`config.mk`:
```
export PLATFORM = sky130hd
export DESIGN_NAME = ws_fe_ram
export DESIGN_NICKNAME = d
export VERILOG_FILES = /design/src/sv/ws_fe_ram.sv
export SDC_FILE = /design/constraint.sdc
export NUM_CORES = 1
export LEC_CHECK = 0
export BUFFER_PORTS_ARGS = -buffer_cell sky130_fd_sc_hd__buf_2
export CAP_MARGIN = 20
export CORE_AREA = 2 2 117 119
export CTS_CLUSTER_DIAMETER = 200
export DETAILED_ROUTE_END_ITERATION = 10
export DIE_AREA = 0 0 119 121
export GPL_TIMING_DRIVEN = 1
export PLACE_DENSITY_LB_ADDON = 0.15
export SKIP_CTS_REPAIR_TIMING = 1
export SLEW_MARGIN = 20
export SYNTH_ARGS = -nofsm -noshare
export SYNTH_HDL_FRONTEND = slang
export SYNTH_SLANG_ARGS = --single-unit
```
`constraint.sdc`:
```
create_clock -name clk_i -period 1.37 [get_ports clk_i]
set_input_delay 0 -clock clk_i [delete_from_list [all_inputs] [get_ports clk_i]]
set_output_delay 0 -clock clk_i [all_outputs]
set_load 0.05 [all_outputs]
```
`src/sv/ws_fe_ram.sv`:
```
// generic single-port ram with registered read
`default_nettype none

module ws_fe_ram #(
  parameter int WIDTH = 8,
  parameter int DEPTH = 16
) (
  input  wire logic                     clk_i,
  input  wire logic                     we_i,
  input  wire logic                     re_i,
  input  wire logic [$clog2(DEPTH)-1:0] addr_i,
  input  wire logic [WIDTH-1:0]         wdata_i,
  output      logic [WIDTH-1:0]         rdata_o
);

  logic [WIDTH-1:0] mem_q [DEPTH];

  always_ff @(posedge clk_i) begin
    if (we_i) begin
      mem_q[addr_i] <= wdata_i;
    end
    if (re_i) begin
      rdata_o <= mem_q[addr_i];
    end
  end

endmodule

`default_nettype wire

```
==> flow_summary_export.csv <==
group,metric,value,unit
logic_synthesis,synthTopCellsByCount,"edfxtp_1, mux4_2, a22oi_1, nor2_1, nand2_1",
critical_path,crit_family,"multiplexers",
logic_synthesis,synth_area,5150,um2
logic_synthesis,synth_top_area_cell,"edfxtp_1",
timing,rsz0062_at_grt,"yes",
placed_design,routabilityCongestion,0.763,
timing,fin_tns_setup,-0.264,ns
routing,vias,2492,
logic_synthesis,synthFlopType,"edfxtp_1",
job,max_cap_viol_count,0,
critical_path,cp-end-kind,"flop",
die,initial_core_util,39.3,%
logic_synthesis,synth_top_cell_area_share,79.3,%
routing,first_pass_iters,4,
critical_path,worstPathMaxFanout,1,
final_layout,fillCellCount,1078,
timing,skew,0.00475,ns
final_layout,drive_above_1_share,39.5,%
critical_path,cp.required,1.53,ns
outcome,violations,"hold timing, setup timing",
critical_path,path_buf_inv,0,
cts,cts.sink_count,136,
routing,wl_per_cell,22.3,um
logic_synthesis,syn_nets,245,
outcome,status,"complete, but fails checks",
cts,cts_tree,"built",
critical_path,critical-path-max-stage-delay,0.49,ns
cts,cts.clk_slew.worst_paths,0.06,ns
logic_synthesis,synth_most_common_cell,"edfxtp_1",
timing,fin_crit,1.45,ns
grt,grt_pass1_wl,16.4,mm
cts,clk_root_buffer_cell,"clkbuf_16",
grt,grt_pass1_vias,2624,
grt,grt-ovfl-total,0,
critical_path,cp-start-kind,"flop",
grt,grt_max_degree,26,
routing,drcViolationCount,0,
timing,period_share,106,%
routing,drtAntennaViolNets,0,
hold_path,hold_class,"input port to flop",
routing,avgViaCountPerCell,5.17,
cts,h-tree-depth,4,
power_and_ir_drop,p_total,0.00957,W
grt,grt_usage,16.3,%
cts,cts_buffer_depth,2,
power_and_ir_drop,cellPowerDensity,1510,nW/um2
power_and_ir_drop,p_leak,2.10,nW
critical_path,crit_chain,"mux4_2 > a22oi_2 > nand2_1",
logic_synthesis,synthCells,230,
routing,wl,10.7,mm
cts,clk_latency,0.41,ns
critical_path,slowest_stage,"mux4_2",
cts,numCtsBuffers,17,
timing,worstMarginPinSlew,0.953,ns
routing,detail_route.iter0.violations,192,
logic_synthesis,synth_edf_count,136,
placed_design,numPortBuffers,22,
timing,max_freq,0.690,GHz
timing,worst_slack,-0.0794,ns
die,rows,42,
timing,drv_slew,0,
placed_design,dp_hpwl,7.18,mm
die,die_area,14400,um2
die,die-width,119,um
logic_synthesis,synthTopCellsByArea,"edfxtp_1, mux4_2, a22oi_1, nor2_1, nand2_1",
die,die_h,121,um
timing,maxSlewHeadroom,36.3,%
logic_synthesis,yosys_warnings,0,
logic_synthesis,yosysUniqueCellTypes,17,
final_layout,fin_area,6350,um2
logic_synthesis,synthArstFlopShare,0,%
critical_path,worstSetupPathType,"flop to flop",
logic_synthesis,synth_area_per_cell,22.4,um2
final_layout,syn2layout_area_growth,23.4,%
power_and_ir_drop,ir_worst_vdd,897,uV
logic_synthesis,ys_seq_elements,136,
logic_synthesis,ys_seq_area_share,79.3,%
die,coreArea,13100,um2
critical_path,arrival,1.61,ns
final_layout,antenna_cells,0,
grt,antenna_found_initial,0,
placed_design,place_ws,-0.280,ns
die,pin_count,23,
timing,holdWs,-0.00165,ns
placed_design,place_area,5730,um2
timing,timing_hold_violations_final,8,
timing,setup_viol,7,
final_layout,fin_nets,308,
[cells by family after synthesis]
logic type	share of synthesized area, %
DFF	79.3
AOI/OAI and AO/OA	2.33
and+or+nand+nor	3.16
muxes	14.0
buffers and inverters	1.17
[through the flow]
stage | util, % | hold WS, ns | cells
5_1_grt | 48.5 | 0.00203 | 482
6_report | 48.5 | -0.00165 | 482
3_5_place_dp | 43.8 | 0.407 | 447
4_1_cts | 48.1 | -0.0242 | 479
2_1_floorplan | - | 0.0989 | 230
3_3_place_gp | 43.8 | 0.405 | 447
[cell type report]
cell class	instances	area [um2]	area share [%]
Tap cell	176	220	3.47
Multi-Input combinational cell	83	1040	16.4
Clock buffer	20	437	6.88
Timing Repair Buffer	55	440	6.94
Sequential cell	136	4080	64.3
Clock inverter	12	128	2.01
[flip-flops by register name, summed over array words and instances, names as in the netlist]
name and flops:
mem_q 128, rdata_o 8
[power by group]
part	switching, W	internal [W]
clock	0.00162	0.00267
combinational	0.000341	0.000222
sequential	0.0000255	0.00469
[layout by cell type (no fill, tap or decap)]
| cell | instances |
|---|---|
| clkbuf_16 | 17 |
| mux4_2 | 32 |
| nor2b_1 | 2 |
| nor2_1 | 12 |
| clkinv_2 | 3 |
| bufinv_16 | 2 |
| buf_12 | 6 |
| nand2b_1 | 2 |
| buf_4 | 24 |
| a22oi_1 | 10 |
| dlygate4sd3_1 | 3 |
| clkinv_4 | 2 |
| clkinvlp_4 | 3 |
| and2_1 | 1 |
| inv_6 | 1 |
| nand2_1 | 9 |
| nor3_2 | 1 |
| clkinv_1 | 1 |
| nor3_1 | 3 |
| or3b_2 | 1 |
| nor2_2 | 1 |
| nand3b_1 | 2 |
| edfxtp_1 | 136 |
| nand3_1 | 1 |
| buf_2 | 22 |
| clkbuf_1 | 3 |
| a22oi_2 | 6 |
[final timing paths]
kind	startpoint	to	slack (ns)	depth (start not counted)
worst max-delay path	mem_q[0][0]	rdata_o[0]	-0.08	3
worst min-delay path	wdata_i[4]	mem_q[9][4]	-0.002	1
worst max register to register	mem_q[0][0]	rdata_o[0]	-0.08	3
worst min register to register	mem_q[6][2]	rdata_o[2]	0.75	3
[routing by layer]
metal | wire length, um | GRT usage (%) | up-vias
li1 | - | - | 1100
met1 | 4880 | 22.1 | 1335
met2 | 5400 | 25.7 | 43
met3 | 285 | 3.99 | 14
met4 | 170 | 6.25 | 0
met5 | 0 | 0 | -
(Power assumes the default switching activity.)
