==> src/sv/ws_fe_scale.sv <==
// shared brightness scaler: registered (c * brightness) >> 8
`default_nettype none

module ws_fe_scale (
  input  wire logic       clk_i,
  input  wire logic [7:0] opd_i,
  input  wire logic [7:0] bri_i,
  output      logic [7:0] res_o
);

  logic [15:0] prod;
  logic [7:0]  res_q;

  assign prod  = opd_i * bri_i;
  assign res_o = res_q;

  always_ff @(posedge clk_i) begin
    res_q <= prod[15:8];
  end

endmodule

`default_nettype wire

==> config.mk <==
export PLATFORM = sky130hd
export DESIGN_NAME = ws_fe_scale
export DESIGN_NICKNAME = d
export VERILOG_FILES = /design/src/sv/ws_fe_scale.sv
export SDC_FILE = /design/constraint.sdc
export NUM_CORES = 1
export LEC_CHECK = 0
export ABC_AREA = 1
export BUFFER_PORTS_ARGS = -buffer_cell sky130_fd_sc_hd__buf_2
export CORE_UTILIZATION = 55
export CTS_CLUSTER_DIAMETER = 40
export CTS_CLUSTER_SIZE = 30
export DETAILED_ROUTE_END_ITERATION = 16
export HOLD_SLACK_MARGIN = 0.08
export PLACE_DENSITY = 0.75
export SKIP_CTS_REPAIR_TIMING = 1
export SLEW_MARGIN = 15
export SYNTH_ARGS = -nofsm -noshare
export SYNTH_HDL_FRONTEND = slang
export SYNTH_SLANG_ARGS = --single-unit
==> constraint.sdc <==
create_clock -name clk_i -period 5.5 [get_ports clk_i]
set_clock_uncertainty 0.1 [all_clocks]
set_input_delay 0.825 -clock clk_i [delete_from_list [all_inputs] [get_ports clk_i]]
set_output_delay 0.825 -clock clk_i [all_outputs]
set_load 0.03 [all_outputs]
==> results of run 1 <==
worst max-delay path, cell delays in order:
cell     delay (ps)
buf_2           150
nand2_1          70
inv_1            50
fa_1            510
fa_1            530
fa_1            550
inv_1            60
fa_1            520
inv_1            40
ha_1            340
nand2_1          80
nand2_1          60
a31oi_1         280
nor2_1           80
nor2_1          120
nand2_1          70
nand2_1          50
nand2_1          40
power by group:
part           total [uW]  internal, uW  switching, uW
combinational         665           239            426
sequential           96.4          91.4           5.00
clock                67.5          47.2           20.4
total                 829           378            451
per-layer routing:
layer | vias to the layer above | wire length (um)
met5 | - | 0
met3 | 2 | 179
met1 | 916 | 1890
met2 | 37 | 2240
met4 | 0 | 20
li1 | 1001 | -
synthesized netlist by cell type:
library cell  instances  area [um^2]
inv_1               103          387
nand2_1             102          383
fa_1                 35          701
ha_1                 33          413
clkbuf_1             12         45.0
nand3_1              11         55.1
nor2_1               10         37.5
dfxtp_1               8          160
a21oi_1               6         30.0
nand2_2               5         31.3
xor2_1                3         26.3
a21o_1                1         7.51
a31oi_1               1         6.26
clkinv_1              1         3.75
nand3_2               1         10.0
nand3b_1              1         7.51
nor2_4                1         11.3
nor3_1                1         5.00
o21ai_0               1         5.00
o21ai_1               1         5.00
o21ai_2               1         8.76
o21bai_1              1         7.51
o21bai_2              1         11.3
xnor2_1               1         8.76
per-stage QoR:
stage | utilization | instances | cell area [um^2]
3_3_place_gp | 0.617 | 403 | 2500
2_1_floorplan | - | 341 | 2370
5_1_grt | 0.627 | 406 | 2540
6_report | 0.627 | 406 | 2540
4_1_cts | 0.627 | 406 | 2540
3_5_place_dp | 0.617 | 403 | 2500
cell type report:
cell class	count	share of cell area
repair buffers	24	0.0472
multi-input cells	217	0.696
well taps	50	0.0246
inverters	104	0.153
clock buffers	3	0.0162
flip-flops and latches	8	0.0629
worst paths after layout:
kind	startpoint	end	cells past startpoint
worst max-delay path	opd_i[1]	res_o[7]	18
worst min-delay path	bri_i[0]	res_o[0]	6
logic make-up after synthesis:
| group | count (synthesis) |
|---|---|
| flops | 8 |
| simple gates | 132 |
| buf+inv | 116 |
| xor+xnor | 4 |
| fa+ha+maj | 68 |
| compound gates | 13 |
==> out/results.tsv, run 1 <==
stage	metric	value	unit
status	status	complete, no violations	
yosys	main combinational cell family by area after synthesis	adder cells	
global_routing	M2 GR Usage	0.413	
sta	setup TNS	0	ps
cells_and_area	share of layout cells above drive strength 1	0.101	
floorplan	die width	67.6	um
floorplan	num rows	23	
yosys	post-synthesis adder-cell area fraction	0.471	
routing	final WL	4330	um
sta	Max Clk Rate	0.226	GHz
global_routing	number of global-route vias before repair	1885	
worst_setup_path	CP arrival	4430	ps
sta	Slew Limit Headroom	0.776	
yosys	Post-Synth Simple-Gate Area	0.228	
global_routing	GRT met1 Usage	0.289	
sta	worst-margin pin slew	334	ps
sta	setup repair after global routing missed its margin	no	
yosys	Ys Warns	0	
yosys	Synth cell types	24	
yosys	Mean Syn Cell Area	6.94	um^2
hold_path	Worst Hold Class	in -> reg	
sta	minimum clock period	4420	ps
cts	Root Buffer	clkbuf_8	
global_routing	Most Used Layer, Global Route	met2	
cts	TritonCTS Buffers	3	
routing	DR vias	1956	
cells_and_area	Layout area overhead	7.56	%
placement	gpl congestion	0.872	
worst_setup_path	CP Class	in -> reg	
sta	Final Max Tran Viols	0	
cells_and_area	most common cell after layout, fill and taps aside	inv_1	
global_routing	first-pass GRT wire length	7750	um
yosys	Yosys reg bits	8	
cts	clk buf depth	2	
pwr	worst vdd ir	0.249	mV
worst_setup_path	Critical Path Source Type	input port	
routing	first-iteration detailed-routing DRC count	85	
global_routing	initial antenna violation count	0	
routing	DRT antenna net count	0	
cts	CTS tree	done	
yosys	Seq/Total Area, Yosys	0.0677	
placement	HPWL after DPL	3840	um
global_routing	largest net degree at the start of global routing	9	
routing	DR DRC count	0	
floorplan	Initial Util	0.583	
cts	clk slew on worst S/H paths	40	ps
floorplan	IO Count	25	
pwr	Pwr Density	326	mW/mm^2
floorplan	core area	0.00406	mm^2
floorplan	die area	0.00457	mm^2
worst_setup_path	Crit path required time	5520	ps
sta	final hold slack	1140	ps
flow_run	max-cap viol count	0	
sta	final hold viol count	0	
cells_and_area	ANT cells	0	
sta	setup ws final	1080	ps
cells_and_area	FILL cells	380	
yosys	Post-Synth XOR/XNOR Area	0.0148	
routing	wire per inst	10.7	um
cells_and_area	area of the multi-input gates	0.00177	mm^2
cells_and_area	Register Area	160	um^2
placement	IO Port Bufs	24	
yosys	complex-gate fraction of the synthesized area	0.0344	
worst_setup_path	CP endpoint kind	register	
yosys	post-synth net total	426	
yosys	synthesized area	0.00237	mm^2
cells_and_area	layout net count	443	
placement	pre-CTS setup slack	844	ps
global_routing	gr usage total	0.225	
global_routing	met3 global-route usage	0.0304	
yosys	Gate Count Post-Synth	341	
yosys	post-synthesis mux area share	0	
worst_setup_path	peak fanout along the critical path	7	
cells_and_area	max reg flops	8	
sta	period utilization	0.803	
cts	clock sinks	8	
cts	CTS H-tree lvls	1	
pwr	Tot Pwr	829	uW
sta	# setup viols final	0	
routing	First-pass DRT Iterations	4	
floorplan	Chip Height	67.6	um
routing	Vias/cell	4.82	
global_routing	GRT overflow	0	
cells_and_area	most frequent cells in the layout	inv_1, nand2_1, fa_1	
pwr	Lkg Pwr	0.00179	uW
Power figures use the tool's default switching activity.
==> inputs of run 2 (changes only) <==
- clock period: 5.5 -> 4.3 ns (I/O delays scaled with it)
==> out/results.tsv, run 2 (same netlist as run 1, synthesis figures left out) <==
stage	metric	value	unit	change
status	status	complete, no violations		
cts	CTS tree	done		
worst_setup_path	CP endpoint kind	register		
cells_and_area	most common cell after layout, fill and taps aside	inv_1		
hold_path	Hold Path Depth	6		unchanged
cells_and_area	Layout area overhead	15.4	%	
cells_and_area	share of layout cells above drive strength 1	0.161		+0.0603
cts	Root Buffer	clkbuf_8		
worst_setup_path	Crit path required time	4320	ps	-1200 ps
hold_path	Worst Hold Class	in -> reg		
worst_setup_path	Critical Path Source Type	input port		
global_routing	largest net degree at the start of global routing	9		unchanged
worst_setup_path	CP Class	in -> reg		
routing	Vias/cell	4.65		-3.5%
cells_and_area	Final Instance Area	0.00273	mm^2	+7.3%
sta	period utilization	0.948		
sta	setup repair after global routing missed its margin	yes		
sta	Max Clk Rate	0.245	GHz	
floorplan	Chip Height	67.6	um	unchanged
worst_setup_path	CP arrival	4090	ps	-340 ps
cells_and_area	Final Non-Filler Cells	428		+5.4%
cells_and_area	area of the multi-input gates	0.00179	mm^2	+1.2%
cells_and_area	Core Util, Final	0.673		+0.0459
cts	clock sinks	8		unchanged
placement	pre-CTS setup slack	-89.0	ps	-933 ps
routing	first-iteration detailed-routing DRC count	55		-35%
placement	placed insts	425		+5.5%
global_routing	gr usage total	0.240		+0.0151
sta	Final Max Tran Viols	0		unchanged
worst_setup_path	CP max stage delay	540	ps	about the same
sta	setup ws final	222	ps	-863 ps
floorplan	num rows	23		unchanged
global_routing	initial antenna violation count	0		unchanged
global_routing	GRT overflow	0		unchanged
placement	Cell Area, Placed	0.00267	mm^2	+6.6%
cts	CTS H-tree lvls	1		unchanged
routing	DR vias	1990		+1.7%
worst_setup_path	Crit-path slowest cell	fa_1		
cts	clk buf depth	2		unchanged
global_routing	first-pass GRT wire length	8240	um	+6.3%
pwr	Pwr Density	437	mW/mm^2	+34%
cells_and_area	Register Area	160	um^2	unchanged
placement	IO Port Bufs	24		unchanged
routing	wire per inst	11.0	um	+3.1%
cts	TritonCTS Buffers	3		unchanged
sta	minimum clock period	4080	ps	
floorplan	IO Count	25		unchanged
placement	gpl congestion	0.834		-4.4%
sta	# setup viols final	0		unchanged
hold_path	Hold EP	res_o[0]		
pwr	worst vdd ir	0.344	mV	+38%
worst_setup_path	peak fanout along the critical path	8		+1
cells_and_area	FILL cells	367		-3.4%
routing	final WL	4710	um	+8.7%
placement	HPWL after DPL	4240	um	+10%
floorplan	core area	0.00406	mm^2	unchanged
cells_and_area	max reg flops	8		unchanged
cells_and_area	ANT cells	0		unchanged
cts	clk slew on worst S/H paths	40	ps	about the same
cells_and_area	most frequent cells in the layout	inv_1, nand2_1, fa_1		
routing	DRT antenna net count	0		unchanged
pwr	Lkg Pwr	0.00190	uW	+5.9%
routing	First-pass DRT Iterations	4		unchanged
routing	DR DRC count	0		unchanged
hold_path	Hold Path Origin	bri_i[0]		
flow_run	max-cap viol count	0		unchanged
worst_setup_path	CP cell instances	buf_2, nand2_1, inv_1, fa_1, fa_1, fa_1, inv_1, fa_1, inv_1, ha_1, nand2_1, nand2_1, a31oi_4, nor2_1, nor2_1, nand2_1, nand2_1, nand2_1		
floorplan	Initial Util	0.583		unchanged
floorplan	die width	67.6	um	unchanged
cells_and_area	layout net count	465		+5.0%
global_routing	number of global-route vias before repair	2033		+7.9%
floorplan	die area	0.00457	mm^2	unchanged
sta	final hold slack	912	ps	-231 ps
sta	final hold viol count	0		unchanged
worst_setup_path	cell mode on critical path	nand2_1		
sta	Slew Limit Headroom	0.848		+0.0716
sta	worst-margin pin slew	228	ps	-106 ps
-- run 2: worst max-delay path, delay by kind of cell --
family          cells  cell delay (ps)
compound gates      1              170
buf+inv             4              370
fa+ha+maj           5             2290
simple gates        8              600
-- run 2: worst max-delay path by stage --
stage | startpoint | cells after the start | end | slack [ps]
global placement | bri_i[7] | 18 | res_o[7] | 0.8
finish | bri_i[2] | 18 | res_o[7] | 220
global route | bri_i[4] | 18 | res_o[7] | -20
detailed placement | bri_i[2] | 18 | res_o[7] | -90
CTS | bri_i[2] | 18 | res_o[7] | 140
floorplan | opd_i[2] | 18 | res_o[7] | 50
-- run 2: power breakdown --
group | switching (uW) | internal (uW)
Sequential | 7.32 | 117
Clock | 27.2 | 60.4
Combinational | 586 | 396
-- run 2: layer usage --
layer  part of all wire  vias up  routed length, um  GRT usage
met5                  0        -                  0          0
met4                  0        0                  0          0
met3              0.025        0                119     0.0253
met2               0.53       24               2500      0.484
met1               0.44      921               2090      0.280
li1                   -     1045                  -          -
-- run 2: area by class of cell --
cell class / instances / share of cell area
multi-input combinational: 217 / 0.656
inverter: 104 / 0.143
timing repair buffer: 46 / 0.104
sequential: 8 / 0.0586
tap: 50 / 0.0229
clock buffer: 3 / 0.0151
-- run 2: through the flow --
stage | total power, uW | TNS, ps
final | 1190 | 0
after global routing | 1340 | -42.6
after CTS | 1170 | 0
after detailed placement | 1070 | -174
after global placement | 1050 | 0
after floorplan | 801 | 0
