===== src/sv/ws_fe_pkg.sv =====
// shared types, constants and the bit encoder for the ws2812 frame encoder
`default_nettype none

package ws_fe_pkg;

  localparam int LED_MAX     = 1024;
  localparam int RESET_WORDS = 8;

  localparam int LED_AW = $clog2(LED_MAX);
  localparam int CNT_W  = $clog2(LED_MAX + 1);
  localparam int POS_W  = 12;
  localparam int PIX_W  = 24;
  localparam int WORD_W = 64;

  localparam logic [7:0] BIT_ONE  = 8'hF8;
  localparam logic [7:0] BIT_ZERO = 8'hC0;

  // request types
  localparam logic [1:0] REQ_WRITE = 2'd0;
  localparam logic [1:0] REQ_FILL  = 2'd1;
  localparam logic [1:0] REQ_PULL  = 2'd2;

  // word slot within one led
  localparam logic [1:0] SUB_G = 2'd0;
  localparam logic [1:0] SUB_R = 2'd1;
  localparam logic [1:0] SUB_B = 2'd2;

  // register indexes
  localparam logic CFG_ACTIVE_LEDS = 1'b0;
  localparam logic CFG_BRIGHTNESS  = 1'b1;

  typedef struct packed {
    logic              we;
    logic              re;
    logic [LED_AW-1:0] addr;
    logic [PIX_W-1:0]  wdata;
  } mem_req_t;

  function automatic logic [WORD_W-1:0] spi_expand(input logic [7:0] b);
    logic [WORD_W-1:0] w;
    w = '0;
    for (int i = 0; i < 8; i++) begin
      w[i*8 +: 8] = b[i] ? BIT_ONE : BIT_ZERO;
    end
    return w;
  endfunction

endpackage

`default_nettype wire


===== src/sv/ws_fe_if.sv =====
// request and word channel interfaces
`default_nettype none

interface ws_fe_req_if;
  logic       valid;
  logic       ready;
  logic [1:0] req_type;
  logic [9:0] pixel_index;
  logic [23:0] rgb_color;

  modport source (output valid, req_type, pixel_index, rgb_color, input ready);
  modport sink (input valid, req_type, pixel_index, rgb_color, output ready);
endinterface

interface ws_fe_word_if;
  logic        valid;
  logic        ready;
  logic [63:0] spi_word;
  logic        frame_last;

  modport source (output valid, spi_word, frame_last, input ready);
  modport sink (input valid, spi_word, frame_last, output ready);
endinterface

`default_nettype wire


===== src/sv/ws_fe_ctrl.sv =====
// request sequencer: store clear, write, fill and frame word generation
`default_nettype none

module ws_fe_ctrl (
  input  wire logic                        clk_i,
  input  wire logic                        rst_ni,
  input  wire logic [ws_fe_pkg::CNT_W-1:0] led_cnt_i,
  ws_fe_req_if.sink                        req_i,
  ws_fe_word_if.source                     word_o,
  output      ws_fe_pkg::mem_req_t         mem_req_o,
  input  wire logic [ws_fe_pkg::PIX_W-1:0] mem_rdata_i,
  output      logic [7:0]                  scl_opd_o,
  input  wire logic [7:0]                  scl_res_i
);

  import ws_fe_pkg::*;

  typedef enum logic [2:0] {
    S_CLEAR,
    S_IDLE,
    S_FILL,
    S_RD,
    S_G,
    S_R,
    S_B,
    S_EMIT
  } state_e;

  state_e              state_q;
  logic [CNT_W-1:0]    cnt_q;
  logic [POS_W-1:0]    pos_q;
  logic [CNT_W-1:0]    led_q;
  logic [1:0]          sub_q;
  logic [15:0]         held_q;
  logic [PIX_W-1:0]    color_q;
  logic [WORD_W-1:0]   word_q;
  logic                last_q;
  logic                out_valid_q;
  logic [WORD_W-1:0]   out_word_q;
  logic                out_last_q;

  logic [POS_W-1:0] pix_end;
  logic [POS_W-1:0] total;
  logic [POS_W-1:0] pos_inc;
  logic             in_pix;
  logic             wrap;
  logic             accept;
  logic             out_free;

  assign pix_end  = POS_W'(RESET_WORDS) + (POS_W'(led_cnt_i) << 1) + POS_W'(led_cnt_i);
  assign total    = pix_end + POS_W'(RESET_WORDS);
  assign pos_inc  = pos_q + POS_W'(1);
  assign in_pix   = (pos_q >= POS_W'(RESET_WORDS)) && (pos_q < pix_end);
  assign wrap     = pos_inc >= total;
  assign accept   = req_i.valid && req_i.ready;
  assign out_free = !out_valid_q || word_o.ready;

  assign req_i.ready       = (state_q == S_IDLE);
  assign word_o.valid      = out_valid_q;
  assign word_o.spi_word   = out_word_q;
  assign word_o.frame_last = out_last_q;

  // single ram port: clear sweep, fill sweep, pixel write, green-word read
  always_comb begin
    mem_req_o = '0;
    priority if (state_q == S_CLEAR) begin
      mem_req_o.we   = 1'b1;
      mem_req_o.addr = cnt_q[LED_AW-1:0];
    end else if (state_q == S_FILL) begin
      mem_req_o.we    = 1'b1;
      mem_req_o.addr  = cnt_q[LED_AW-1:0];
      mem_req_o.wdata = color_q;
    end else if (accept && req_i.req_type == REQ_WRITE &&
                 {1'b0, req_i.pixel_index} < led_cnt_i) begin
      mem_req_o.we    = 1'b1;
      mem_req_o.addr  = req_i.pixel_index;
      mem_req_o.wdata = req_i.rgb_color;
    end else if (accept && req_i.req_type == REQ_PULL && in_pix && sub_q == SUB_G) begin
      mem_req_o.re   = 1'b1;
      mem_req_o.addr = led_q[LED_AW-1:0];
    end else begin
      mem_req_o = '0;
    end
  end

  // scaler operand: green, then red, then blue of the pixel just read
  always_comb begin
    unique case (state_q)
      S_RD:    scl_opd_o = mem_rdata_i[15:8];
      S_G:     scl_opd_o = mem_rdata_i[23:16];
      S_R:     scl_opd_o = mem_rdata_i[7:0];
      default: scl_opd_o = '0;
    endcase
  end

  always_ff @(posedge clk_i or negedge rst_ni) begin
    if (!rst_ni) begin
      state_q     <= S_CLEAR;
      cnt_q       <= '0;
      pos_q       <= '0;
      led_q       <= '0;
      sub_q       <= SUB_G;
      held_q      <= '0;
      last_q      <= 1'b0;
      out_valid_q <= 1'b0;
      color_q     <= '0;
      word_q      <= '0;
      out_word_q  <= '0;
      out_last_q  <= 1'b0;
    end else begin
      // a word loaded in S_EMIT takes precedence over the drain
      if (out_valid_q && word_o.ready && state_q != S_EMIT) begin
        out_valid_q <= 1'b0;
      end
      unique case (state_q)
        S_CLEAR: begin
          if (cnt_q == CNT_W'(LED_MAX - 1)) begin
            cnt_q   <= '0;
            state_q <= S_IDLE;
          end else begin
            cnt_q <= cnt_q + CNT_W'(1);
          end
        end
        S_IDLE: begin
          if (accept) begin
            unique case (req_i.req_type)
              REQ_FILL: begin
                color_q <= req_i.rgb_color;
                cnt_q   <= '0;
                if (led_cnt_i != '0) begin
                  state_q <= S_FILL;
                end
              end
              REQ_PULL: begin
                last_q <= wrap;
                pos_q  <= wrap ? '0 : pos_inc;
                if (wrap || pos_q < POS_W'(RESET_WORDS)) begin
                  led_q <= '0;
                  sub_q <= SUB_G;
                end else if (sub_q == SUB_B) begin
                  led_q <= led_q + CNT_W'(1);
                  sub_q <= SUB_G;
                end else begin
                  sub_q <= sub_q + 2'd1;
                end
                if (in_pix && sub_q == SUB_G) begin
                  state_q <= S_RD;
                end else begin
                  state_q <= S_EMIT;
                  if (!in_pix) begin
                    word_q <= '0;
                  end else if (sub_q == SUB_R) begin
                    word_q <= spi_expand(held_q[15:8]);
                  end else begin
                    word_q <= spi_expand(held_q[7:0]);
                  end
                end
              end
              default: ;
            endcase
          end
        end
        S_FILL: begin
          if (cnt_q + CNT_W'(1) == led_cnt_i) begin
            state_q <= S_IDLE;
          end
          cnt_q <= cnt_q + CNT_W'(1);
        end
        S_RD: state_q <= S_G;
        S_G: begin
          word_q  <= spi_expand(scl_res_i);
          state_q <= S_R;
        end
        S_R: begin
          held_q[15:8] <= scl_res_i;
          state_q      <= S_B;
        end
        S_B: begin
          held_q[7:0] <= scl_res_i;
          state_q     <= S_EMIT;
        end
        S_EMIT: begin
          if (out_free) begin
            out_valid_q <= 1'b1;
            out_word_q  <= word_q;
            out_last_q  <= last_q;
            state_q     <= S_IDLE;
          end
        end
        default: state_q <= S_IDLE;
      endcase
    end
  end

`ifndef SYNTHESIS
  a_no_write_in_pull: assert property (@(posedge clk_i) disable iff (!rst_ni)
    (state_q == S_RD || state_q == S_G || state_q == S_R || state_q == S_B)
    |-> !mem_req_o.we)
    else $error("ram written during a pixel read sequence");

  a_fill_in_range: assert property (@(posedge clk_i) disable iff (!rst_ni)
    (state_q == S_FILL) |-> (cnt_q < led_cnt_i))
    else $error("fill sweep past led count");

  a_sub_valid: assert property (@(posedge clk_i) disable iff (!rst_ni)
    sub_q != 2'd3)
    else $error("word slot out of range");

  a_wrap_pos: assert property (@(posedge clk_i) disable iff (!rst_ni)
    (accept && req_i.req_type == REQ_PULL && wrap) |=> (pos_q == '0 && last_q))
    else $error("frame did not wrap after last word");
`endif

endmodule

`default_nettype wire


===== src/flat_wrapper.sv =====
// flat-port wrapper written by rule: the top's interface ports become plain ports
module ws_fe_ctrl_flat import ws_fe_pkg::*;
  (clk_i, rst_ni, led_cnt_i, mem_req_o, mem_rdata_i, scl_opd_o, scl_res_i, req_i_valid, req_i_req_type, req_i_pixel_index, req_i_rgb_color, req_i_ready, word_o_valid, word_o_spi_word, word_o_frame_last, word_o_ready);
  ws_fe_req_if req_i_i ();
  ws_fe_word_if word_o_i ();
  input  wire logic clk_i;
  input  wire logic rst_ni;
  input  wire logic [ws_fe_pkg::CNT_W-1:0] led_cnt_i;
  output      ws_fe_pkg::mem_req_t mem_req_o;
  input  wire logic [ws_fe_pkg::PIX_W-1:0] mem_rdata_i;
  output      logic [7:0] scl_opd_o;
  input  wire logic [7:0] scl_res_i;
  input wire logic [$bits(req_i_i.valid)-1:0] req_i_valid;
  input wire logic [$bits(req_i_i.req_type)-1:0] req_i_req_type;
  input wire logic [$bits(req_i_i.pixel_index)-1:0] req_i_pixel_index;
  input wire logic [$bits(req_i_i.rgb_color)-1:0] req_i_rgb_color;
  output wire logic [$bits(req_i_i.ready)-1:0] req_i_ready;
  output wire logic [$bits(word_o_i.valid)-1:0] word_o_valid;
  output wire logic [$bits(word_o_i.spi_word)-1:0] word_o_spi_word;
  output wire logic [$bits(word_o_i.frame_last)-1:0] word_o_frame_last;
  input wire logic [$bits(word_o_i.ready)-1:0] word_o_ready;
  assign req_i_i.valid = req_i_valid;
  assign req_i_i.req_type = req_i_req_type;
  assign req_i_i.pixel_index = req_i_pixel_index;
  assign req_i_i.rgb_color = req_i_rgb_color;
  assign req_i_ready = req_i_i.ready;
  assign word_o_valid = word_o_i.valid;
  assign word_o_spi_word = word_o_i.spi_word;
  assign word_o_frame_last = word_o_i.frame_last;
  assign word_o_i.ready = word_o_ready;
  ws_fe_ctrl u_core (.clk_i(clk_i), .rst_ni(rst_ni), .led_cnt_i(led_cnt_i), .req_i(req_i_i), .word_o(word_o_i), .mem_req_o(mem_req_o), .mem_rdata_i(mem_rdata_i), .scl_opd_o(scl_opd_o), .scl_res_i(scl_res_i));
endmodule

===== config.mk =====
export PLATFORM = sky130hd
export DESIGN_NAME = ws_fe_ctrl_flat
export DESIGN_NICKNAME = d
export VERILOG_FILES = /design/src/sv/ws_fe_pkg.sv /design/src/sv/ws_fe_if.sv /design/src/sv/ws_fe_ctrl.sv /design/src/flat_wrapper.sv
export SDC_FILE = /design/constraint.sdc
export NUM_CORES = 1
export LEC_CHECK = 0
export ABC_AREA = 1
export BUFFER_PORTS_ARGS = -buffer_cell sky130_fd_sc_hd__buf_2
export CORE_MARGIN = 1.5
export CORE_UTILIZATION = 35
export DETAILED_ROUTE_END_ITERATION = 16
export PLACE_DENSITY = 0.62
export SYNTH_ARGS = -nofsm -noshare
export SYNTH_HDL_FRONTEND = slang
export SYNTH_SLANG_ARGS = --single-unit

===== constraint.sdc =====
create_clock -name clk_i -period 10.6 [get_ports clk_i]
set_clock_uncertainty 0.05 [all_clocks]
set_input_delay 1.06 -clock clk_i [delete_from_list [all_inputs] [get_ports clk_i]]
set_output_delay 1.06 -clock clk_i [all_outputs]
set_load 0.005 [all_outputs]

==> metrics.csv <==
stage;metric;value;unit
power;totalPowerFinal;937;µW
worst_setup_path;worst-path-max-fanout;12;
layout;nNetsFinal;1312;
grt;grt_start_max_net_pins;73;
worst_setup_path;reg2reg_setup_slack;6.72;ns
logic_synthesis;yosysWarnings;0;
worst_setup_path;slowest_delay;0.79;ns
worst_setup_path;crit_chain;buf_2 -> inv_1 -> ha_1 -> ha_1 -> nand2_1 -> inv_1 -> a21oi_2 -> nand2_1 -> nand2_1 -> nand2_1 -> a21oi_1 -> xor2_1 -> ha_1 -> a211oi_2 -> nand4_4 -> nor2_1 -> nor2_1 -> nor2_1 -> buf_2;
layout;drive_above_1_share;19.3;%
grt;first_global_vias;6116;
placement;hpwl;16000;µm
layout;final_common_cell;nand2_1;
floorplan;core_area;21200;µm²
timing;tightestPinTransition;1.10;ns
timing;max_freq;170;MHz
placement;gp_congestion;0.909;
logic_synthesis;netlist_instances;1036;
worst_setup_path;worstSetupEndpointType;primary output;
hold_path;worstHoldStart;u_core.word_q[61];
layout;utilization;40.9;%
timing;rsz0062_at_grt;no;
logic_synthesis;avgSynthCellArea;7.32;µm²
route;drt-initial-drc-count;394;
floorplan;fp.dieW;150;µm
logic_synthesis;synth-seq-cells;99;
timing;period_minus_slack;5.90;ns
clocking;clk_pin_slew;0.06;ns
clocking;htreeDepth;3;
timing;slew_violations;0;
layout;layout_common_cells;nand2_1 (288), buf_2 (168), inv_1 (138);
worst_setup_path;crit_slowest_cell;a211oi_2;
worst_setup_path;critical_path_class;input port to primary output;
clocking;clk_latency;0.36;ns
logic_synthesis;synth_top_area_share;32.7;%
grt;grt_pass1_wl;31800;µm
placement;io_buffers;169;
hold_path;hp-class;register to register;
clocking;post_cts_buffers;0;
power;leakage;0.00496;µW
logic_synthesis;yosys.area.top_type;dfrtp_1;
floorplan;die_area;22600;µm²
worst_setup_path;cp.required;9.49;ns
worst_setup_path;reg2reg_from;u_core.pos_q[0];
route;vias;6906;
clocking;post_cts_resized;0;
clocking;cts_tree;done;
logic_synthesis;ys_seq_area_share;32.7;%
worst_setup_path;cp_num_buf_inv;4;
hold_path;min_to;u_core.word_q[61];
worst_setup_path;worstPathArrival;4.79;ns
worst_setup_path;path_common_cell;nand2_1;
floorplan;initial_utilization;35.9;%
worst_setup_path;r2r_cells;20;
clocking;cts_buffer_depth;2;
clocking;cts_buffers;9;
worst_setup_path;timing.rr.end;u_core.led_q[7];
floorplan;die_y;150;µm
grt;gr-total-overflow;0;
logic_synthesis;synth.distinct_cells;43;
grt;antenna_found_initial;1;
worst_setup_path;start_kind;input port;
floorplan;top_level_ports;194;
logic_synthesis;syn_area;7590;µm²
clocking;cts.sinks;99;
route;avgRoutedWirePerCell;14.0;µm
timing;final-hold-violation-count;0;
timing;setup_viol;0;
worst_setup_path;crit_family;compound AO/OA/AOI/OAI gates;
timing;maxSlewHeadroom;26.0;%
route;firstDrtPassIters;5;
power;p_per_area;108;nW/µm²
clocking;cts_hold_buf;0;
layout;final_area;8650;µm²
placement;placed_area;8360;µm²
floorplan;num_rows;53;
route;drt-total-wl;20200;µm
timing;tns;0;ns
flow_run;maxCapViolCount;0;
power;vdd_drop_max;0.0662;mV
route;ant_nets;0;
grt;track_usage;18.1;%
layout;area_delta_synth_final;14.0;%
clocking;cts_root_buf;clkbuf_16;
route;vias_per_cell;4.78;
timing;period_share;55.7;%
run_status;status;finished, final reports clean;
logic_synthesis;synth_area_leaders;dfrtp_1 (33%), nand2_1 (14%), ha_1 (11%), inv_1 (6.8%), buf_4 (5.7%);
route;drc_errors;0;
hold_path;min_delay_path_depth;2;
[cell type report]
class                           count  area [µm²]
Tap cell                          275         344
Fill cell                        2239       12500
Multi-Input combinational cell    738        4130
Sequential cell                    99        2480
Antenna cell                        1        2.50
Clock inverter                      7        58.8
Inverter                          144         541
Timing Repair Buffer              172         871
Clock buffer                        9         225
[synth_stat cells]
cell type	n
o32ai_1	1
mux2_2	10
xnor3_1	2
nor4_2	1
nand2_1	288
clkbuf_1	14
fa_1	1
ha_1	64
nor3_1	8
inv_2	5
o21a_1	2
nor2_2	8
or2_2	1
a31oi_1	1
o21ai_0	77
inv_1	138
a21oi_1	21
a21oi_2	1
o31ai_1	1
xnor2_1	9
nand3_1	70
o211ai_1	8
buf_6	1
nor3_2	2
a31o_2	1
clkinv_1	1
nand4_4	1
o22ai_1	16
a21o_1	2
nor3b_1	1
nand4_1	21
conb_1	1
nand2_2	5
buf_2	5
buf_4	58
nor2_1	57
xor2_1	27
dfrtp_1	99
o311ai_0	1
a211oi_2	1
o21ai_1	1
nand3_2	2
nand3b_1	2
[worst max-delay path by stage]
stage | start | endpoint | slack (ns) | cells after the start
floorplan | led_cnt_i[2] | mem_req_o[24] | 5.68 | 21
global placement | led_cnt_i[6] | mem_req_o[24] | 4.81 | 19
detailed placement | led_cnt_i[6] | mem_req_o[24] | 4.72 | 19
CTS | led_cnt_i[6] | mem_req_o[28] | 4.73 | 17
global route | led_cnt_i[6] | mem_req_o[29] | 4.38 | 19
finish | led_cnt_i[6] | mem_req_o[24] | 4.70 | 19
[registers in the layout, indices dropped and copies added (netlist names)]
signal,cells
u_core.color_q,24
u_core.held_q,16
u_core.pos_q,12
u_core.cnt_q,11
u_core.led_q,10
u_core.word_o.spi_word,9
u_core.word_q,9
u_core.state_q,3
u_core.sub_q,2
u_core.last_q,1
u_core.word_o.frame_last,1
u_core.word_o.valid,1
[worst reg2reg max path, delay by kind of cell (launching register included)]
family	cells	cell delay, ns
xor gates and xnor gates	1	0.20
DFF	1	0.37
adders and majority gates	1	0.30
and+or+nand+nor	11	1.98
AOI/OAI and AO/OA	3	0.47
buffers and inverters	4	0.45
[metal layers]
layer  global-route usage, %  up-vias  part of all wire [%]
li1                        -     3508                     -
met1                    26.1     3156                    47
met2                    28.2      225                    46
met3                    2.27       17                   5.6
met4                    5.05        0                   1.6
met5                       0        -                     0
[logic make-up (layout without fill, tap and decap cells)]
logic type	Yosys count	in the layout	synth area share (%)
muxes	10	10	1.48
and+or+nand+nor	467	467	26.4
other	1	25	0.0494
AOI/OAI and AO/OA	134	134	9.85
DFF	99	99	32.7
adders and majority gates	65	65	10.8
buffers and inverters	222	332	14.0
xor gates and xnor gates	38	38	4.75
[report_power, final]
part	switching, µW	internal (µW)
Clock	161	163
Sequential	3.86	382
Combinational	141	87.5
Total	305	632
[stage by stage]
step,std cells,hold WS [ns],setup WS [ns]
2_1_floorplan,1059,0.388,5.68
3_3_place_gp,1428,0.417,4.81
3_5_place_dp,1428,0.418,4.72
5_1_grt,1445,0.452,4.38
4_1_cts,1444,0.435,4.73
6_report,1445,0.436,4.70
Note: power is estimated with default switching activity, not from simulation.
